**config.mk**
```make
export PLATFORM = sky130hd
export DESIGN_NAME = heisenberg_hamiltonian_column_gen
export DESIGN_NICKNAME = d
export VERILOG_FILES = /design/src/rtl/hhcg_pkg.sv /design/src/rtl/heisenberg_hamiltonian_column_gen.sv /design/src/rtl/hhcg_csr.sv /design/src/rtl/hhcg_ctrl.sv /design/src/rtl/hhcg_dp.sv
export SDC_FILE = /design/constraint.sdc
export NUM_CORES = 1
export LEC_CHECK = 0
export ABC_AREA = 1
export BUFFER_PORTS_ARGS = -buffer_cell sky130_fd_sc_hd__buf_2
export CORE_UTILIZATION = 40
export CTS_BUF_LIST = sky130_fd_sc_hd__clkbuf_8
export DETAILED_ROUTE_END_ITERATION = 6
export PLACE_DENSITY = 0.68
export SLEW_MARGIN = 20
export SYNTH_ARGS = -nofsm -noshare
export SYNTH_HDL_FRONTEND = slang
export SYNTH_SLANG_ARGS = --single-unit
```
**constraint.sdc**
```tcl
create_clock -name clock -period 5.9 [get_ports clock]
set_clock_uncertainty 0.15 [all_clocks]
set_input_delay 1.18 -clock clock [delete_from_list [all_inputs] [get_ports clock]]
set_output_delay 1.18 -clock clock [all_outputs]
set_load 0.01 [all_outputs]
```
**src/rtl/hhcg_pkg.sv**
```systemverilog
// ----------------------------------------------------------------------------
// hhcg_pkg
// Widths, register indices, reset values and control structs shared by the
// Heisenberg column generator.
// ----------------------------------------------------------------------------
package hhcg_pkg;

   localparam int DEF_MAX_ROWS = 4;
   localparam int DEF_MAX_COLS = 4;

   localparam int STATE_W    = 16;
   localparam int VALUE_W    = 21;
   localparam int J_W        = 16;
   localparam int DIM_W      = 3;
   localparam int CSR_IDX_W  = 2;
   localparam int CSR_DATA_W = 16;

   // at most one diagonal plus this many off-diagonal entries per request
   localparam int MAX_FLIPS  = 24;
   localparam int FLIP_CNT_W = 5;

   localparam int VAL_MAX = 1048575;
   localparam int VAL_MIN = -1048576;

   localparam logic [CSR_IDX_W-1:0] REG_ROWS     = 2'd0;
   localparam logic [CSR_IDX_W-1:0] REG_COLS     = 2'd1;
   localparam logic [CSR_IDX_W-1:0] REG_COUPLING = 2'd2;

   localparam logic [DIM_W-1:0]      RST_ROWS     = 3'd2;
   localparam logic [DIM_W-1:0]      RST_COLS     = 3'd2;
   localparam logic signed [J_W-1:0] RST_COUPLING = 16'sd4096;

   typedef struct packed {
      logic load;
      logic scan_step;
      logic emit_diag;
      logic flip_step;
   } dp_cmd_type;

   typedef struct packed {
      logic last_site;
      logic cur_anti;
      logic last_flip;
      logic no_flips;
      logic walk_end;
   } dp_stat_type;

endpackage

```
**src/rtl/heisenberg_hamiltonian_column_gen.sv**
```systemverilog
// ----------------------------------------------------------------------------
// heisenberg_hamiltonian_column_gen
// Emits the nonzero column of the square-lattice Heisenberg Hamiltonian for
// one basis state: the diagonal entry first, then one 2J entry per
// anti-aligned bond in row-major order, horizontal bond before vertical.
//
//   channel   ports                                         flow
//   request   start, busy, req_basis_state                  start while !busy
//   response  rsp_valid, rsp_target_state,                  one-cycle strobe
//             rsp_element_value, rsp_last_entry
//   config    csr_valid, csr_ready, csr_index, csr_wdata    valid & ready
//
// For a request with S = rows*cols sites, the scan pass visits one site per
// cycle to build the diagonal, which is then emitted; the flip pass then walks
// up to 2*S bond slots, one per cycle, and stops at the last flip entry.
// busy stays high until the final result is in the output register.
// Synchronous reset restores a 2x2 lattice with J = 1.0.
// Results cannot be stalled by the receiver.
// ----------------------------------------------------------------------------
module heisenberg_hamiltonian_column_gen #(
   parameter int MAX_ROWS = hhcg_pkg::DEF_MAX_ROWS,
   parameter int MAX_COLS = hhcg_pkg::DEF_MAX_COLS
) (
   input  logic                                clock,
   input  logic                                reset,
   input  logic                                start,
   output logic                                busy,
   input  logic [hhcg_pkg::STATE_W-1:0]        req_basis_state,
   output logic                                rsp_valid,
   output logic [hhcg_pkg::STATE_W-1:0]        rsp_target_state,
   output logic signed [hhcg_pkg::VALUE_W-1:0] rsp_element_value,
   output logic                                rsp_last_entry,
   input  logic                                csr_valid,
   output logic                                csr_ready,
   input  logic [hhcg_pkg::CSR_IDX_W-1:0]      csr_index,
   input  logic [hhcg_pkg::CSR_DATA_W-1:0]     csr_wdata
);
   import hhcg_pkg::*;

   logic [DIM_W-1:0]      lattice_rows;
   logic [DIM_W-1:0]      lattice_cols;
   logic signed [J_W-1:0] coupling_j;
   dp_cmd_type            cmd;
   dp_stat_type           stat;

   hhcg_csr u_csr (
      .clock        (clock),
      .reset        (reset),
      .csr_valid    (csr_valid),
      .csr_ready    (csr_ready),
      .csr_index    (csr_index),
      .csr_wdata    (csr_wdata),
      .lattice_rows (lattice_rows),
      .lattice_cols (lattice_cols),
      .coupling_j   (coupling_j)
   );

   hhcg_ctrl u_ctrl (
      .clock (clock),
      .reset (reset),
      .start (start),
      .busy  (busy),
      .stat  (stat),
      .cmd   (cmd)
   );

   hhcg_dp #(
      .MAX_ROWS (MAX_ROWS),
      .MAX_COLS (MAX_COLS)
   ) u_dp (
      .clock             (clock),
      .reset             (reset),
      .cmd               (cmd),
      .stat              (stat),
      .basis_state       (req_basis_state),
      .lattice_rows      (lattice_rows),
      .lattice_cols      (lattice_cols),
      .coupling_j        (coupling_j),
      .rsp_valid         (rsp_valid),
      .rsp_target_state  (rsp_target_state),
      .rsp_element_value (rsp_element_value),
      .rsp_last_entry    (rsp_last_entry)
   );

endmodule

```
**src/rtl/hhcg_csr.sv**
```systemverilog
// ----------------------------------------------------------------------------
// hhcg_csr
// Configuration registers: lattice size and exchange coupling.
// ----------------------------------------------------------------------------
module hhcg_csr (
   input  logic                                clock,
   input  logic                                reset,
   input  logic                                csr_valid,
   output logic                                csr_ready,
   input  logic [hhcg_pkg::CSR_IDX_W-1:0]      csr_index,
   input  logic [hhcg_pkg::CSR_DATA_W-1:0]     csr_wdata,
   output logic [hhcg_pkg::DIM_W-1:0]          lattice_rows,
   output logic [hhcg_pkg::DIM_W-1:0]          lattice_cols,
   output logic signed [hhcg_pkg::J_W-1:0]     coupling_j
);
   import hhcg_pkg::*;

   logic [DIM_W-1:0]      rows_ff;
   logic [DIM_W-1:0]      cols_ff;
   logic signed [J_W-1:0] coupling_ff;

   assign csr_ready = 1'b1;

   always_ff @(posedge clock) begin
      if (reset) begin
         rows_ff     <= RST_ROWS;
         cols_ff     <= RST_COLS;
         coupling_ff <= RST_COUPLING;
      end else if (csr_valid) begin
         unique case (csr_index)
            REG_ROWS:     rows_ff     <= csr_wdata[DIM_W-1:0];
            REG_COLS:     cols_ff     <= csr_wdata[DIM_W-1:0];
            REG_COUPLING: coupling_ff <= csr_wdata[J_W-1:0];
            default: ;
         endcase
      end
   end

   assign lattice_rows = rows_ff;
   assign lattice_cols = cols_ff;
   assign coupling_j   = coupling_ff;

endmodule

```
**src/rtl/hhcg_ctrl.sv**
```systemverilog
// ----------------------------------------------------------------------------
// hhcg_ctrl
// Sequencer: scan pass for the diagonal, diagonal emit, then flip pass.
// ----------------------------------------------------------------------------
module hhcg_ctrl (
   input  logic                     clock,
   input  logic                     reset,
   input  logic                     start,
   output logic                     busy,
   input  hhcg_pkg::dp_stat_type    stat,
   output hhcg_pkg::dp_cmd_type     cmd
);
   import hhcg_pkg::*;

   typedef enum logic [3:0] {
      S_IDLE = 4'b0001,
      S_SCAN = 4'b0010,
      S_DIAG = 4'b0100,
      S_FLIP = 4'b1000
   } ctrl_state_type;

   ctrl_state_type fsm_ff;
   ctrl_state_type fsm_in;

   always_comb begin
      fsm_in = fsm_ff;
      cmd    = '0;
      unique case (fsm_ff)
         S_IDLE: begin
            if (start) begin
               cmd.load = 1'b1;
               fsm_in   = S_SCAN;
            end
         end
         S_SCAN: begin
            cmd.scan_step = 1'b1;
            if (stat.last_site) fsm_in = S_DIAG;
         end
         S_DIAG: begin
            cmd.emit_diag = 1'b1;
            fsm_in        = stat.no_flips ? S_IDLE : S_FLIP;
         end
         S_FLIP: begin
            cmd.flip_step = 1'b1;
            if ((stat.cur_anti && stat.last_flip) || stat.walk_end) fsm_in = S_IDLE;
         end
         default: fsm_in = S_IDLE;
      endcase
   end

   always_ff @(posedge clock) begin
      if (reset) fsm_ff <= S_IDLE;
      else       fsm_ff <= fsm_in;
   end

   assign busy = (fsm_ff != S_IDLE);

endmodule

```
**src/rtl/hhcg_dp.sv**
```systemverilog
// ----------------------------------------------------------------------------
// hhcg_dp
// Bond walker, diagonal accumulator, flip counter and result register.
// ----------------------------------------------------------------------------
module hhcg_dp #(
   parameter int MAX_ROWS = hhcg_pkg::DEF_MAX_ROWS,
   parameter int MAX_COLS = hhcg_pkg::DEF_MAX_COLS
) (
   input  logic                                clock,
   input  logic                                reset,
   input  hhcg_pkg::dp_cmd_type                cmd,
   output hhcg_pkg::dp_stat_type               stat,
   input  logic [hhcg_pkg::STATE_W-1:0]        basis_state,
   input  logic [hhcg_pkg::DIM_W-1:0]          lattice_rows,
   input  logic [hhcg_pkg::DIM_W-1:0]          lattice_cols,
   input  logic signed [hhcg_pkg::J_W-1:0]     coupling_j,
   output logic                                rsp_valid,
   output logic [hhcg_pkg::STATE_W-1:0]        rsp_target_state,
   output logic signed [hhcg_pkg::VALUE_W-1:0] rsp_element_value,
   output logic                                rsp_last_entry
);
   import hhcg_pkg::*;

   localparam int MAX_SITES = MAX_ROWS * MAX_COLS;
   localparam int RW        = $clog2(MAX_ROWS + 1);
   localparam int CW        = $clog2(MAX_COLS + 1);
   localparam int SW        = $clog2(MAX_SITES + 1);
   localparam int AW_RAW    = J_W + 2 + SW;
   localparam int AW        = (AW_RAW > VALUE_W + 1) ? AW_RAW : VALUE_W + 1;

   localparam logic signed [AW-1:0] ACC_MAX = AW'(VAL_MAX);
   localparam logic signed [AW-1:0] ACC_MIN = AW'(VAL_MIN);
   localparam logic [STATE_W-1:0]   BIT0    = STATE_W'(1);

   // effective lattice size, clamped into 1..MAX
   logic [RW-1:0] rows_eff;
   logic [CW-1:0] cols_eff;
   logic [SW-1:0] sites_in;
   logic [STATE_W-1:0] site_mask;

   logic [RW-1:0]     rows_ff;
   logic [CW-1:0]     cols_ff;
   logic [SW-1:0]     sites_ff;
   logic [STATE_W-1:0] st_ff;
   logic [RW-1:0]     r_ff;
   logic [CW-1:0]     c_ff;
   logic [SW-1:0]     idx_ff;
   logic              dir_ff;
   logic signed [AW-1:0] acc_ff;
   logic [FLIP_CNT_W-1:0] nflip_ff;
   logic [FLIP_CNT_W-1:0] sent_ff;

   logic                  rsp_valid_ff;
   logic [STATE_W-1:0]    rsp_state_ff;
   logic signed [VALUE_W-1:0] rsp_value_ff;
   logic                  rsp_last_ff;

   logic [SW-1:0]      pos_a, pos_bh, pos_bv, pos_b;
   logic [STATE_W-1:0] sh_a, sh_bh, sh_bv;
   logic               h_ok, v_ok, h_anti, v_anti, cur_anti;
   logic signed [AW-1:0] jx, term_h, term_v, acc_sum;
   logic [FLIP_CNT_W:0]   nsum;
   logic [FLIP_CNT_W-1:0] nflip_in;
   logic [STATE_W-1:0]    flip_state;
   logic signed [VALUE_W-1:0] diag_sat, two_j;
   logic                  row_end;

   always_comb begin
      if (lattice_rows == '0)              rows_eff = RW'(1);
      else if (int'(lattice_rows) > MAX_ROWS) rows_eff = RW'(MAX_ROWS);
      else                                 rows_eff = RW'(lattice_rows);
      if (lattice_cols == '0)              cols_eff = CW'(1);
      else if (int'(lattice_cols) > MAX_COLS) cols_eff = CW'(MAX_COLS);
      else                                 cols_eff = CW'(lattice_cols);
      sites_in = SW'(rows_eff) * SW'(cols_eff);
      for (int i = 0; i < STATE_W; i++) site_mask[i] = (i < int'(sites_in));
   end

   // site (r,c) sits at bit sites-1-idx; right neighbour one below, lower one cols below
   always_comb begin
      pos_a  = sites_ff - idx_ff - SW'(1);
      pos_bh = pos_a - SW'(1);
      pos_bv = pos_a - SW'(cols_ff);
      sh_a   = st_ff >> pos_a;
      sh_bh  = st_ff >> pos_bh;
      sh_bv  = st_ff >> pos_bv;
      h_ok   = (c_ff + CW'(1)) < cols_ff;
      v_ok   = (r_ff + RW'(1)) < rows_ff;
      h_anti = h_ok & (sh_a[0] ^ sh_bh[0]);
      v_anti = v_ok & (sh_a[0] ^ sh_bv[0]);
      cur_anti = dir_ff ? v_anti : h_anti;
      pos_b    = dir_ff ? pos_bv : pos_bh;
      flip_state = st_ff ^ (BIT0 << pos_a) ^ (BIT0 << pos_b);
      row_end  = (c_ff + CW'(1)) == cols_ff;

      jx     = {{(AW-J_W){coupling_j[J_W-1]}}, coupling_j};
      term_h = !h_ok ? '0 : (h_anti ? -jx : jx);
      term_v = !v_ok ? '0 : (v_anti ? -jx : jx);
      acc_sum = acc_ff + term_h + term_v;

      nsum = {1'b0, nflip_ff} + (FLIP_CNT_W+1)'(h_anti) + (FLIP_CNT_W+1)'(v_anti);
      nflip_in = (int'(nsum) > MAX_FLIPS) ? FLIP_CNT_W'(MAX_FLIPS) : nsum[FLIP_CNT_W-1:0];

      if (acc_ff > ACC_MAX)      diag_sat = ACC_MAX[VALUE_W-1:0];
      else if (acc_ff < ACC_MIN) diag_sat = ACC_MIN[VALUE_W-1:0];
      else                       diag_sat = acc_ff[VALUE_W-1:0];
      two_j = {{(VALUE_W-J_W-1){coupling_j[J_W-1]}}, coupling_j, 1'b0};
   end

   always_comb begin
      stat.last_site = (idx_ff == sites_ff - SW'(1));
      stat.cur_anti  = cur_anti;
      stat.last_flip = (sent_ff + FLIP_CNT_W'(1)) == nflip_ff;
      stat.no_flips  = (nflip_ff == '0);
      stat.walk_end  = stat.last_site & dir_ff;
   end

   // walker and counters
   always_ff @(posedge clock) begin
      if (reset) begin
         r_ff     <= '0;
         c_ff     <= '0;
         idx_ff   <= '0;
         dir_ff   <= 1'b0;
         nflip_ff <= '0;
         sent_ff  <= '0;
      end else if (cmd.load) begin
         r_ff     <= '0;
         c_ff     <= '0;
         idx_ff   <= '0;
         dir_ff   <= 1'b0;
         nflip_ff <= '0;
         sent_ff  <= '0;
      end else if (cmd.scan_step) begin
         nflip_ff <= nflip_in;
         idx_ff   <= idx_ff + SW'(1);
         if (row_end) begin
            c_ff <= '0;
            r_ff <= r_ff + RW'(1);
         end else begin
            c_ff <= c_ff + CW'(1);
         end
      end else if (cmd.emit_diag) begin
         r_ff    <= '0;
         c_ff    <= '0;
         idx_ff  <= '0;
         dir_ff  <= 1'b0;
         sent_ff <= '0;
      end else if (cmd.flip_step) begin
         if (cur_anti) sent_ff <= sent_ff + FLIP_CNT_W'(1);
         dir_ff <= ~dir_ff;
         if (dir_ff) begin
            idx_ff <= idx_ff + SW'(1);
            if (row_end) begin
               c_ff <= '0;
               r_ff <= r_ff + RW'(1);
            end else begin
               c_ff <= c_ff + CW'(1);
            end
         end
      end
   end

   always_ff @(posedge clock) begin
      if (cmd.load) begin
         rows_ff  <= rows_eff;
         cols_ff  <= cols_eff;
         sites_ff <= sites_in;
         st_ff    <= basis_state & site_mask;
         acc_ff   <= '0;
      end else if (cmd.scan_step) begin
         acc_ff <= acc_sum;
      end
   end

   // result register
   always_ff @(posedge clock) begin
      if (reset) rsp_valid_ff <= 1'b0;
      else       rsp_valid_ff <= cmd.emit_diag | (cmd.flip_step & cur_anti);
   end

   always_ff @(posedge clock) begin
      if (cmd.emit_diag) begin
         rsp_state_ff <= st_ff;
         rsp_value_ff <= diag_sat;
         rsp_last_ff  <= stat.no_flips;
      end else if (cmd.flip_step && cur_anti) begin
         rsp_state_ff <= flip_state;
         rsp_value_ff <= two_j;
         rsp_last_ff  <= stat.last_flip;
      end
   end

   assign rsp_valid         = rsp_valid_ff;
   assign rsp_target_state  = rsp_state_ff;
   assign rsp_element_value = rsp_value_ff;
   assign rsp_last_entry    = rsp_last_ff;

endmodule

```
=== After elaboration in Yosys (flattened, before gate mapping) ===
Cells that the tools add are included.

* $add $sub $neg: 14
* Multiply operators: 1
* Div/mod/pow operators: 0
* Magnitude comparators: 23
* Equal/unequal tests: 13
* Shifts and indexed selects: 5
* Mux-type cells: 48
* Bitwise gates (word level): 12
* Reduce and logical (&&, ||, !) cells: 20

{| class="wikitable"
|+ Operator list
! cell !! count
|-
| two-way mux 23 bit || 4
|-
| two-way mux 21 bit || 4
|-
| right shift 16 x 5 -> 1 bit || 3
|-
| adder 23 bit || 2
|-
| two-way mux 5 bit || 9
|-
| two-way mux 3 bit || 14
|-
| less-than comparator 4 x 5 -> 1 bit (first input constant) || 8
|-
| two-way mux 16 bit || 2
|-
| << shifter 1 x 5 -> 16 bit (first input constant) || 2
|-
| XOR 16 bit || 2
|-
| greater-than comparator 23 x 21 -> 1 bit (second input constant) || 1
|-
| less-than comparator 23 x 21 -> 1 bit (second input constant) || 1
|-
| negator 23 bit || 1
|-
| less-than comparator 3 x 5 -> 1 bit (first input constant) || 4
|-
| AND 16 bit || 1
|-
| two-way mux 4 bit || 4
|-
| one-hot mux 4 bit (4 select lines) || 1
|-
| subtractor 5 x 1 -> 5 bit (second input constant) || 3
|-
| adder 5 x 1 -> 5 bit (second input constant) || 2
|-
| equality test 5 bit || 2
|-
| less-than comparator 1 x 5 -> 1 bit (first input constant) || 2
|-
| less-than comparator 2 x 5 -> 1 bit (first input constant) || 2
|-
| two-way mux 1 bit || 10
|-
| AND reduction 2 bit || 5
|-
| other kinds (32) || 47
|}

* Flip-flop bits (word level): 137
* Bits in latches: 0
* Memory bits (writable): 0
* Bits in read-only memories: 0
* Output and inout port bits: 41
* Logic and storage cells: 155
* Memories: 0

=== Logic depth before layout (Yosys ltp) ===
Gate-level depths: netlist of run 1.

* Word-level depth: 11
* Gate-level depth with buffers: 41

=== Hierarchy ===
A second synthesis of run 1 with hierarchy kept.

* Cell total of the unflattened synthesis: 1426
* Area total of the unflattened synthesis: 10333.7 µm²

{| class="wikitable"
|+ By module, submodules not included
! module !! instances !! cells each !! area each (µm²) !! seq. area each (µm²)
|-
| hhcg_dp || 1 || 1244 || 9111.2 || 2872.8
|-
| hhcg_csr || 1 || 141 || 949.7 || 440.4
|-
| hhcg_ctrl || 1 || 41 || 272.8 || 80.1
|}

=== Worst setup path after synthesis of run 1 ===
OpenSTA, ideal clock, no wires.

* Path type: register to register
* Start: reg u_dp.sites_ff[0]
* End: reg u_dp.acc_ff[19]
* Setup time: 58 ps
* Data arrival time: 5405 ps
* Path slack: 287 ps
* Cell stages (with the launch flop): 35
* Buffers on the path: 2
* Period minus slack after synthesis: 5613 ps
* Cells stage by stage: edfxtp_1 ha_1 inv_1 fa_1 fa_1 inv_1 nor2_1 nand2_1 nand2_1 nand2_1 nand2_1 nand2_1 nand2_1 nand2_1 nand2_2 nand3_2 inv_2 buf_2 buf_4 o211ai_1 fa_1 inv_1 fa_1 nand3_1 nand2_1 a21oi_1 inv_1 nand2_1 nand2_1 a31oi_1 o21ai_0 or2_2 nand3_1 o211ai_1 inv_1

* Word-level cells in the longest chain between the ends: 10

{| class="wikitable"
|+ RTL lines
! element !! RTL line !! text
|-
| start, declared || hhcg_dp.sv:43 || <nowiki>logic [SW-1:0] sites_ff;</nowiki>
|-
| start signal, assigned || hhcg_dp.sv:168 || <nowiki>sites_ff <= sites_in;</nowiki>
|-
| subtractor 5 bit (*) || hhcg_dp.sv:81 || <nowiki>pos_a = sites_ff - idx_ff - SW'(1);</nowiki>
|-
| subtractor 5 x 1 -> 5 bit (*) || hhcg_dp.sv:81 ||
|-
| subtractor 5 x 1 -> 5 bit || hhcg_dp.sv:82 || <nowiki>pos_bh = pos_a - SW'(1);</nowiki>
|-
| right shift 16 x 5 -> 1 bit || hhcg_dp.sv:85 || <nowiki>sh_bh = st_ff >> pos_bh;</nowiki>
|-
| XOR 1 bit || hhcg_dp.sv:89 || <nowiki>h_anti = h_ok & (sh_a[0] ^ sh_bh[0]);</nowiki>
|-
| AND 1 bit || hhcg_dp.sv:89 ||
|-
| two-way mux 23 bit (2 in a row) || hhcg_dp.sv:97 || <nowiki>term_h = !h_ok ? '0 : (h_anti ? -jx : jx);</nowiki>
|-
| adder 23 bit || hhcg_dp.sv:99 || <nowiki>acc_sum = acc_ff + term_h + term_v;</nowiki>
|-
| adder 23 bit (*) || hhcg_dp.sv:99 ||
|-
| end signal, assigned || hhcg_dp.sv:172 || <nowiki>acc_ff <= acc_sum;</nowiki>
|-
| end, declared || hhcg_dp.sv:49 || <nowiki>logic signed [AW-1:0] acc_ff;</nowiki>
|}

Mark *: on every way between the ends. The rest lies on a longest branch, timed or not.
A chain may end at the register's enable or synchronous reset.

=== Worst setup path in the final report of run 1 ===
Same ends and word-level chain as after synthesis.

==> results of run 1 <==
## path summary, 6_finish.rpt
kind,start,to,slack [ps],depth (start not counted)
setup / recovery,u_dp.sites_ff[0],u_dp.acc_ff[19],350,33
hold reg to reg,u_dp.sent_ff[4],u_dp.sent_ff[4],330,2
setup reg to reg,u_dp.sites_ff[0],u_dp.acc_ff[19],350,33
hold / removal,u_dp.sent_ff[4],u_dp.sent_ff[4],330,2
## cell families (layout without fill, tap and decap cells)
| kind of cell | count (synthesis) | in the layout |
|---|---|---|
| compound gates | 249 | 249 |
| xor+xnor | 63 | 63 |
| fa+ha+maj | 76 | 76 |
| buf+inv | 279 | 370 |
| flops | 137 | 137 |
| other cells | 1 | 1 |
| simple gates | 546 | 546 |
## synth_stat cells (all sizes together) (3+ instances only)
| cell type | instances | area (um2) |
|---|---|---|
| a21oi | 80 | 400.4 |
| a31oi | 6 | 43.79 |
| buf | 16 | 101.3 |
| clkbuf | 23 | 86.33 |
| dfxtp | 72 | 1441 |
| edfxtp | 65 | 1952 |
| fa | 28 | 560.5 |
| ha | 48 | 600.6 |
| inv | 240 | 900.9 |
| nand2 | 290 | 1149 |
| nand3 | 87 | 468.0 |
| nand4 | 12 | 75.07 |
| nor2 | 110 | 422.9 |
| nor3 | 34 | 195.2 |
| o211ai | 47 | 352.8 |
| o21a | 7 | 52.55 |
| o21ai | 77 | 400.4 |
| o21bai | 5 | 37.54 |
| o221ai | 3 | 26.28 |
| o22ai | 15 | 93.84 |
| or2 | 8 | 50.05 |
| xnor2 | 11 | 96.34 |
| xor2 | 52 | 455.4 |
## flip-flops by register name, indices dropped and copies added (netlist names), 4 cells and up
| name | cells |
|---|---|
| u_dp.acc_ff | 23 |
| u_dp.rsp_element_value | 21 |
| u_csr.coupling_j | 16 |
| u_dp.rsp_target_state | 16 |
| u_dp.st_ff | 16 |
| u_dp.idx_ff | 5 |
| u_dp.nflip_ff | 5 |
| u_dp.sent_ff | 5 |
| u_dp.sites_ff | 5 |
| u_ctrl.fsm_ff | 4 |
## critical path, delay by kind of cell (launching register included)
kind / cells / cell delay [ps]
adders and majority gates: 6 / 2350
and+or+nand+nor: 16 / 1460
AOI/OAI and AO/OA: 6 / 810
DFF: 1 / 430
buffers and inverters: 5 / 310
## layout make-up
type | count | share of cell area, %
Multi-Input combinational cell | 935 | 50.08
Sequential cell | 137 | 29.52
Inverter | 240 | 7.988
Timing Repair Buffer | 98 | 4.723
Tap cell | 324 | 3.526
Clock inverter | 15 | 2.122
Clock buffer | 17 | 2.035
## placed cells by master, fill, tap and decap left out, drive strengths merged, types with 2 or more instances in the layout
| cell | n |
|---|---|
| bufinv | 6 |
| ha | 48 |
| a31oi | 6 |
| o21a | 7 |
| buf | 98 |
| or2 | 8 |
| xnor2 | 11 |
| inv | 246 |
| clkinv | 3 |
| nor3 | 34 |
| nor2 | 110 |
| a21o | 2 |
| nand3 | 87 |
| a211oi | 2 |
| nand3b | 2 |
| dfxtp | 72 |
| o211ai | 47 |
| o22ai | 15 |
| o21ai | 77 |
| clkbuf | 17 |
| fa | 28 |
| nand2 | 290 |
| xor2 | 52 |
| o21bai | 5 |
| nand4 | 12 |
| edfxtp | 65 |
| a21oi | 80 |
| o221ai | 3 |
## repair_timing
| item | 4_1_cts | 5_1_grt |
|---|---|---|
| resized for setup | 1 | 47 |
| endpoints found under the hold margin | 0 | 0 |
| setup endpoints to repair | 2 | 13 |
| setup buffers | 0 | 3 |
| pin swaps | 0 | 11 |
## layer usage
layer / part of all wire (%) / wire length [um] / vias to the layer above
met2: 43 / 11100 / 296
met5: 0 / 0 / -
met4: 2.1 / 542 / 0
li1: - / - / 4563
met3: 6.3 / 1622 / 41
met1: 49 / 12580 / 4190
## through the flow
stage | setup slack, ps | util [%] | std cells | power, uW
3_3_place_gp | 131.0 | 44.08 | 1731 | 3425
6_report | 352.1 | 46.86 | 1766 | 4639
3_5_place_dp | -16.44 | 44.08 | 1731 | 3460
4_1_cts | 0.7607 | 46.04 | 1763 | 4443
2_1_floorplan | 287.0 | - | 1351 | 2951
5_1_grt | -46.87 | 46.86 | 1766 | 5017
## power groups by stage
stage	combinational, uW	clock (uW)	sequential [uW]
after floorplan	1830	0	1130
after global placement	2280	0	1150
after detailed placement	2310	0	1150
after CTS	2340	978	1120
after global routing	2880	1010	1130
final	2550	964	1120
==> results.yml, run 1 <==
clock_network:
  htree_num_levels: 4
  cts_buffer_depth: 2
  cts_tree: "yes"
  clock-sinks: 137
  cts_buffers: 17
  cts_hold_buf: 0
  clk_latency_ps: 470
  clkSlewWorstSetupHoldPaths_ps: 80
  clockRootBuffer: "clkbuf_8"
setup_path:
  slowest_stage: "fa_2"
  crit_path_max_incr_delay_ps: 580
  cp-end-kind: "flip-flop"
  critPathKind: "flip-flop to flip-flop"
  cp.required_ps: 6160
  critical_path_arrival_ps: 5810
  cp_common_cell: "nand2_1"
  worst_setup_path_start_kind: "flip-flop"
  crit_fanout: 6
detailed_routing:
  vias: 9090
  drt_iter0_markers: 611
  viasPerCell: 5.147
  wl_per_cell_um: 14.64
  finalWirelength_mm: 25.85
  drcViolationCount: 0
  ant_nets: 0
  dr.pass1.iters: 5
grt:
  grt_pass1_wl_mm: 41.77
  grt_busiest_layer: "met2"
  grt.met3_usage_pct: 2.970
  grt_pass1_vias: 8442
  gr-total-overflow: 0
  grt_use_total_pct: 20.22
  antenna_found_initial: 0
  grt_use_met1_pct: 28.95
  use_met2_pct: 30.79
  grt_max_degree: 45
finish:
  fin_area_mm2: 0.01150
  n_fill_cell: 2467
  diodes: 0
  seqCellArea_mm2: 0.003395
  syn2layout_area_growth_pct: 14.15
  multiInputGateArea_mm2: 0.005758
  nNetsFinal: 1543
  drive_gt1_share_pct: 14.42
pwr:
  p_per_area_mw_per_mm2: 403.5
  p_int_uw: 2557
  peakVddDrop_mv: 0.2091
  leakage_uw: 0.005480
  switching_share_pct: 44.89
  combinationalPowerShare_pct: 55.0
  clkPwrFrac_pct: 20.8
  power.switching_uw: 2083
  seq_power_share_pct: 24.2
logic_synthesis:
  synth_nets: 1465
  syn_area_per_cell_um2: 7.455
  async_reset_ff_share_pct: 0
  synth_area_mm2: 0.01007
  synth_top_family_by_area: "simple AND/OR/NAND/NOR gates"
  synth_edf_count: 65
  yosysSeqAreaShare_pct: 33.69
  synth-xor-area-share_pct: 5.478
  ys_types: 48
  synth-compound-area-share_pct: 14.68
  synth_fa_ha_area_share_pct: 11.53
  netlist_instances: 1351
  yosysWarnings: 0
  synth_simple_gate_area_share_pct: 23.78
  ys_seq_elements: 137
  synth.mux.area_fraction_pct: 0
  synth_top_flop_cell: "dfxtp_1"
place:
  hpwl_mm: 19.40
  place.gp.congestion: 0.9469
  portBuffers: 77
  place_area_mm2: 0.01082
floorplanning:
  die_height_um: 160.7
  die_w_um: 160.7
  initial_core_util_pct: 41.05
  pin_count: 79
  coreArea_mm2: 0.02453
  rows: 57
  die-area_mm2: 0.02582
sta:
  slew_headroom_pct: 28.93
  clock.fmax_mhz: 180.2
  worst_pin_slew_ps: 1060
  finalSetupViolations: 0
  hold_violations: 0
  whs_ps: 325.0
  period_share_pct: 94.03
  period_minus_slack_ps: 5548
  tns_ps: 0
  maxSlewViolCount: 0
min_path:
  min_path_type: "flip-flop to flip-flop"
run:
  cap_violations: 0
outcome:
  status: "finished, final reports clean"
No activity file was read; power rests on OpenSTA's default activity.
==> run 2: changes to the inputs <==
ABC_AREA = default   (was 1)
==> results.yml, run 2 <==
detailed_routing:
  finalWirelength_mm: 26.77
  viasPerCell: 5.192
  dr.pass1.iters: 5
  ant_nets: 0
  drcViolationCount: 0
  vias: 8878
  wl_per_cell_um: 15.65
  drt_iter0_markers: 620
place:
  place.gp.congestion: 0.9202
  portBuffers: 77
  hpwl_mm: 19.21
logic_synthesis:
  yosysSeqAreaShare_pct: 34.13
  synthTopCellsByArea: "edfxtp_1, dfxtp_1, nand2_1"
  syn_area_per_cell_um2: 8.550
  ys_types: 77
  synth_area_mm2: 0.009943
  synth_common_cells: "nand2_1, inv_1, nor2_1"
  synth.most_common_cell: "nand2_1"
  async_reset_ff_share_pct: 0
  synth_nets: 1277
  synth_largest_area_cell: "edfxtp_1"
  ys_seq_elements: 137
  synth_top_area_share_pct: 19.63
  synth_top_flop_cell: "dfxtp_1"
  synth_edf_count: 65
  yosysWarnings: 0
  netlist_instances: 1163
pwr:
  p_int_uw: 2927
  seq_power_share_pct: 22.4
  leakage_uw: 0.005368
  p_per_area_mw_per_mm2: 391.0
  combinationalPowerShare_pct: 61.6
  switching_share_pct: 40.60
  power.switching_uw: 2001
  clkPwrFrac_pct: 16.0
  power_uw: 4928
  peakVddDrop_mv: 0.2499
clock_network:
  cts_buffer_depth: 2
  clock-sinks: 137
  cts_hold_buf: 0
  htree_num_levels: 4
  cts_tree: "yes"
  clk_latency_ps: 470
  clkSlewWorstSetupHoldPaths_ps: 90
  cts_buffers: 17
  clockRootBuffer: "clkbuf_8"
setup_path:
  worst_setup_path_start_kind: "flip-flop"
  reg2reg_depth: 26
  cp-end-kind: "flip-flop"
  path_buf_inv: 3
  crit_path_max_incr_delay_ps: 630
  critical_path_arrival_ps: 7120
  reg2reg_slack_ps: -970
  path_delay_family: "adder cells"
  critPathKind: "flip-flop to flip-flop"
  crit_fanout: 7
  crit-reg2reg-launch: "u_dp.sites_ff[0]"
  slowest_stage: "fa_2"
  cp.required_ps: 6150
  reg2reg_to: "u_dp.acc_ff[22]"
finish:
  syn2layout_area_growth_pct: 26.74
  diodes: 0
  drive_gt1_share_pct: 27.20
  final_cell_mix: "nand2_1, buf_4, inv_1"
  n_fill_cell: 2177
  final_common_cell: "nand2_1"
  seqCellArea_mm2: 0.003393
  multiInputGateArea_mm2: 0.006325
  regMostFlops: "u_dp.acc_ff"
  nNetsFinal: 1487
  largest_reg_flops: 23
sta:
  slew_headroom_pct: 23.31
  tns_ps: -7521
  worst_pin_slew_ps: 1147
  grt_setup_unrepaired: "yes"
  clock.fmax_mhz: 145.6
  hold_violations: 0
  setup_slack_ps: -968.1
  period_share_pct: 116.4
  period_minus_slack_ps: 6868
  finalSetupViolations: 16
  maxSlewViolCount: 0
grt:
  grt_use_total_pct: 21.41
  antenna_found_initial: 0
  gr-total-overflow: 0
  grt_pass1_wl_mm: 43.66
  grt_max_degree: 54
  grt_pass1_vias: 8836
min_path:
  holdPathStages: 2
  hold_path_end: "u_dp.acc_ff[20]"
  min_path_type: "flip-flop to flip-flop"
  worstHoldStart: "u_dp.acc_ff[20]"
outcome:
  violations: "negative setup slack"
  status: "finished, violations left"
floorplanning:
  pin_count: 79
  coreArea_mm2: 0.02432
  die_w_um: 159.7
  die-area_mm2: 0.02549
  rows: 57
  die_height_um: 159.7
  initial_core_util_pct: 40.89
run:
  cap_violations: 0
run 2: stage by stage:
stage,std cells,setup WS (ps),hold slack [ps],util [%],instance area (um2)
3_3_place_gp,1642,-759.0,294.8,47.85,11640
6_report,1710,-968.1,314.5,51.82,12600
3_5_place_dp,1642,-990.2,303.1,47.85,11640
4_1_cts,1702,-858.5,313.6,50.78,12350
2_1_floorplan,1163,-776.2,285.6,-,10100
5_1_grt,1710,-1215,346.9,51.82,12600
run 2: routing by layer:
metal / share of wire [%] / global-route usage [%]
met2: 48 / 35.97
met3: 4.4 / 3.792
met1: 46 / 27.86
met5: 0 / 0
met4: 2.3 / 6.906
run 2: how the worst max path moves through the flow:
| stage | end | slack (ps) | cells after the start | from |
|---|---|---|---|---|
| final | u_dp.acc_ff[22] | -970 | 26 | u_dp.sites_ff[0] |
| after detailed placement | u_dp.acc_ff[22] | -990 | 25 | u_dp.sites_ff[0] |
| after floorplan | u_dp.acc_ff[22] | -780 | 31 | u_dp.sites_ff[0] |
| after global routing | u_dp.acc_ff[22] | -1210 | 29 | u_dp.sites_ff[0] |
| after CTS | u_dp.acc_ff[22] | -860 | 29 | u_dp.sites_ff[0] |
| after global placement | u_dp.acc_ff[22] | -760 | 25 | u_dp.sites_ff[0] |
run 2: power by group through the flow:
stage          Clock (uW)  Combinational (uW)  Sequential, uW
3_5_place_dp            0                2560            1120
2_1_floorplan           0                1730            1110
4_1_cts               806                2770            1100
5_1_grt               855                3330            1110
3_3_place_gp            0                2510            1120
6_report              790                3040            1100
run 2: kinds of logic after synthesis:
kind of cell | count (synthesis) | share of synthesized area, %
AOI/OAI and AO/OA | 218 | 13.59
muxes | 31 | 4.719
adders and majority gates | 76 | 11.68
and+or+nand+nor | 439 | 19.81
DFF | 137 | 34.13
other | 1 | 0.03771
buffers and inverters | 154 | 6.241
xor gates and xnor gates | 107 | 9.802
run 2: worst reg2reg max path: cells and delay by family (launching register included):
family / cells / cell delay (ps)
DFF: 1 / 450
AOI/OAI and AO/OA: 9 / 1840
adders and majority gates: 5 / 2050
muxes: 3 / 1210
and+or+nand+nor: 5 / 740
xor gates and xnor gates: 1 / 130
buffers and inverters: 3 / 250
run 2: final cells by class:
class                   instances  share of cell area (%)
flip-flops and latches        137                   26.93
multi-input cells             872                   50.19
well taps                     324                   3.217
clock buffers                  17                   1.857
clock inverters                15                   1.241
repair buffers                248                   13.64
inverters                      97                   2.929
run 2: what timing repair did:
item | in CTS | in global routing
pin swaps | 20 | 41
setup endpoints to repair | 15 | 20
resized for setup | 25 | 36
setup buffers | 28 | 8
==> run 3: changes to the inputs <==
--- a/config.mk
+++ b/config.mk
@@ -11,2 +11,4 @@
 export DETAILED_ROUTE_END_ITERATION = 6
+export GPL_ROUTABILITY_DRIVEN = 0
+export MAX_ROUTING_LAYER = met4
 export PLACE_DENSITY = 0.68
==> constraint.sdc (replaced) <==
create_clock -name clock -period 5.9 [get_ports clock]
set_clock_uncertainty 0.15 [all_clocks]
set_input_delay 0 -clock clock [delete_from_list [all_inputs] [get_ports clock]]
set_output_delay 0 -clock clock [all_outputs]
set_load 0.01 [all_outputs]
==> results.yml, run 3 (synthesis results as in run 2) <==
place:
  hpwl_mm: 19.03
  portBuffers: 77
  place_area_mm2: 0.01166
  place_ws_ps: -968.5
setup_path:
  crit-reg2reg-launch: "u_dp.sites_ff[0]"
  crit_path_max_incr_delay_ps: 610
  slowest_stage: "fa_2"
  critPathKind: "flip-flop to flip-flop"
  crit_path_start: "u_dp.sites_ff[0]"
  crit_fanout: 7
  critical_path_arrival_ps: 6990
  cp-end-kind: "flip-flop"
  cp.required_ps: 6170
  worst_setup_path_start_kind: "flip-flop"
finish:
  syn2layout_area_growth_pct: 32.72
  largest_reg_flops: 23
  drive_gt1_share_pct: 26.80
  regMostFlops: "u_dp.acc_ff"
  final_util_pct: 54.26
  nNetsFinal: 1534
  fin_area_mm2: 0.01320
  final_common_cell: "nand2_1"
  final_cell_mix: "nand2_1, buf_4, inv_1"
  diodes: 0
grt:
  gr-total-overflow: 0
  antenna_found_initial: 0
  grt_use_total_pct: 22.46
  grt_pass1_vias: 9077
  grt_max_degree: 52
  grt_pass1_wl_mm: 44.87
clock_network:
  clk_latency_ps: 480
  clkSlewWorstSetupHoldPaths_ps: 100
  htree_num_levels: 4
  cts_buffers: 17
  clockRootBuffer: "clkbuf_8"
  cts_buffer_depth: 2
  cts_tree: "yes"
  clock-sinks: 137
floorplanning:
  pin_count: 79
  die_w_um: 159.7
  die_height_um: 159.7
  die-area_mm2: 0.02549
  initial_core_util_pct: 40.89
  coreArea_mm2: 0.02432
  rows: 57
sta:
  whs_ps: 101.0
  period_minus_slack_ps: 6717
  slew_headroom_pct: 25.65
  period_share_pct: 113.8
  tns_ps: -7438
  clock.fmax_mhz: 148.9
  setup_slack_ps: -816.7
  grt_setup_unrepaired: "yes"
  worst_pin_slew_ps: 1112
  hold_violations: 0
  maxSlewViolCount: 0
  finalSetupViolations: 16
pwr:
  leakage_uw: 0.005610
  p_per_area_mw_per_mm2: 379.1
  peakVddDrop_mv: 0.2607
outcome:
  status: "finished, violations left"
  violations: "negative setup slack"
detailed_routing:
  wl_per_cell_um: 15.67
  vias: 9221
  drt_iter0_markers: 759
  finalWirelength_mm: 27.53
  drcViolationCount: 0
  viasPerCell: 5.248
  ant_nets: 0
  dr.pass1.iters: 6
min_path:
  worstHoldStart: "csr_index[0]"
  min_path_type: "input pin to flip-flop"
run:
  cap_violations: 0
==> run 3: changes by cell type in the layout (fill, tap and decap cells not counted), sizes merged <==
cell         change
clkinv           -1
dlygate4sd3     +52
inv              +2
buf              -5
clkinvlp         -1
==> run 3: stage by stage <==
stage / cells / total power (uW)
after floorplan: 1163 / 2843
after global placement: 1645 / 3648
after detailed placement: 1645 / 3689
after CTS: 1747 / 4725
after global routing: 1757 / 5364
final: 1757 / 5003
==> run 3: critical path, delay by kind of cell, from the launching register on <==
family                   cells  cell delay (ps)
multiplexers                 3             1250
adder cells (fa/ha/maj)      5             2040
AND/OR/NAND/NOR              5              750
AO/OA/AOI/OAI                9             1720
XOR/XNOR                     1              140
flip-flops                   1              450
buffers and inverters        2              160
==> run 3: report_power, final <==
part	internal, uW	total [uW]	switching, uW
clock network	359	817	458
registers	1060	1100	46.7
logic	1530	3080	1550
==> run 3: cell type report <==
cell class	count	area [um2]
tap	324	405.4
fill	2098	11120
timing repair buffer	295	2210
sequential	137	3393
multi-input combinational	872	6412
inverter	97	369.1
clock buffer	17	234.0
clock inverter	15	172.7
==> run 3: per-layer routing <==
metal / routed length, um / vias up / global-route usage [%]
met1: 12210 / 4379 / 28.63
met4: 678 / 0 / 7.955
met5: 0 / - / -
li1: - / 4445 / -
met3: 1457 / 72 / 3.013
met2: 13180 / 325 / 36.52
==> run 3: path summary, 6_finish.rpt <==
kind | end | slack, ps | depth (start not counted)
worst max-delay path | u_dp.acc_ff[22] | -820 | 25
worst min-delay path | u_csr.coupling_j[15] | 100 | 4
worst max register to register | u_dp.acc_ff[22] | -820 | 25
worst min register to register | u_dp.acc_ff[20] | 310 | 2
==> run 3: repair_timing <==
item | CTS | global route
pin swaps | 32 | 35
setup buffers | 18 | 12
setup endpoints to repair | 14 | 18
hold buffers | 52 | 0
endpoints found under the hold margin | 59 | 0
resized for setup | 36 | 42
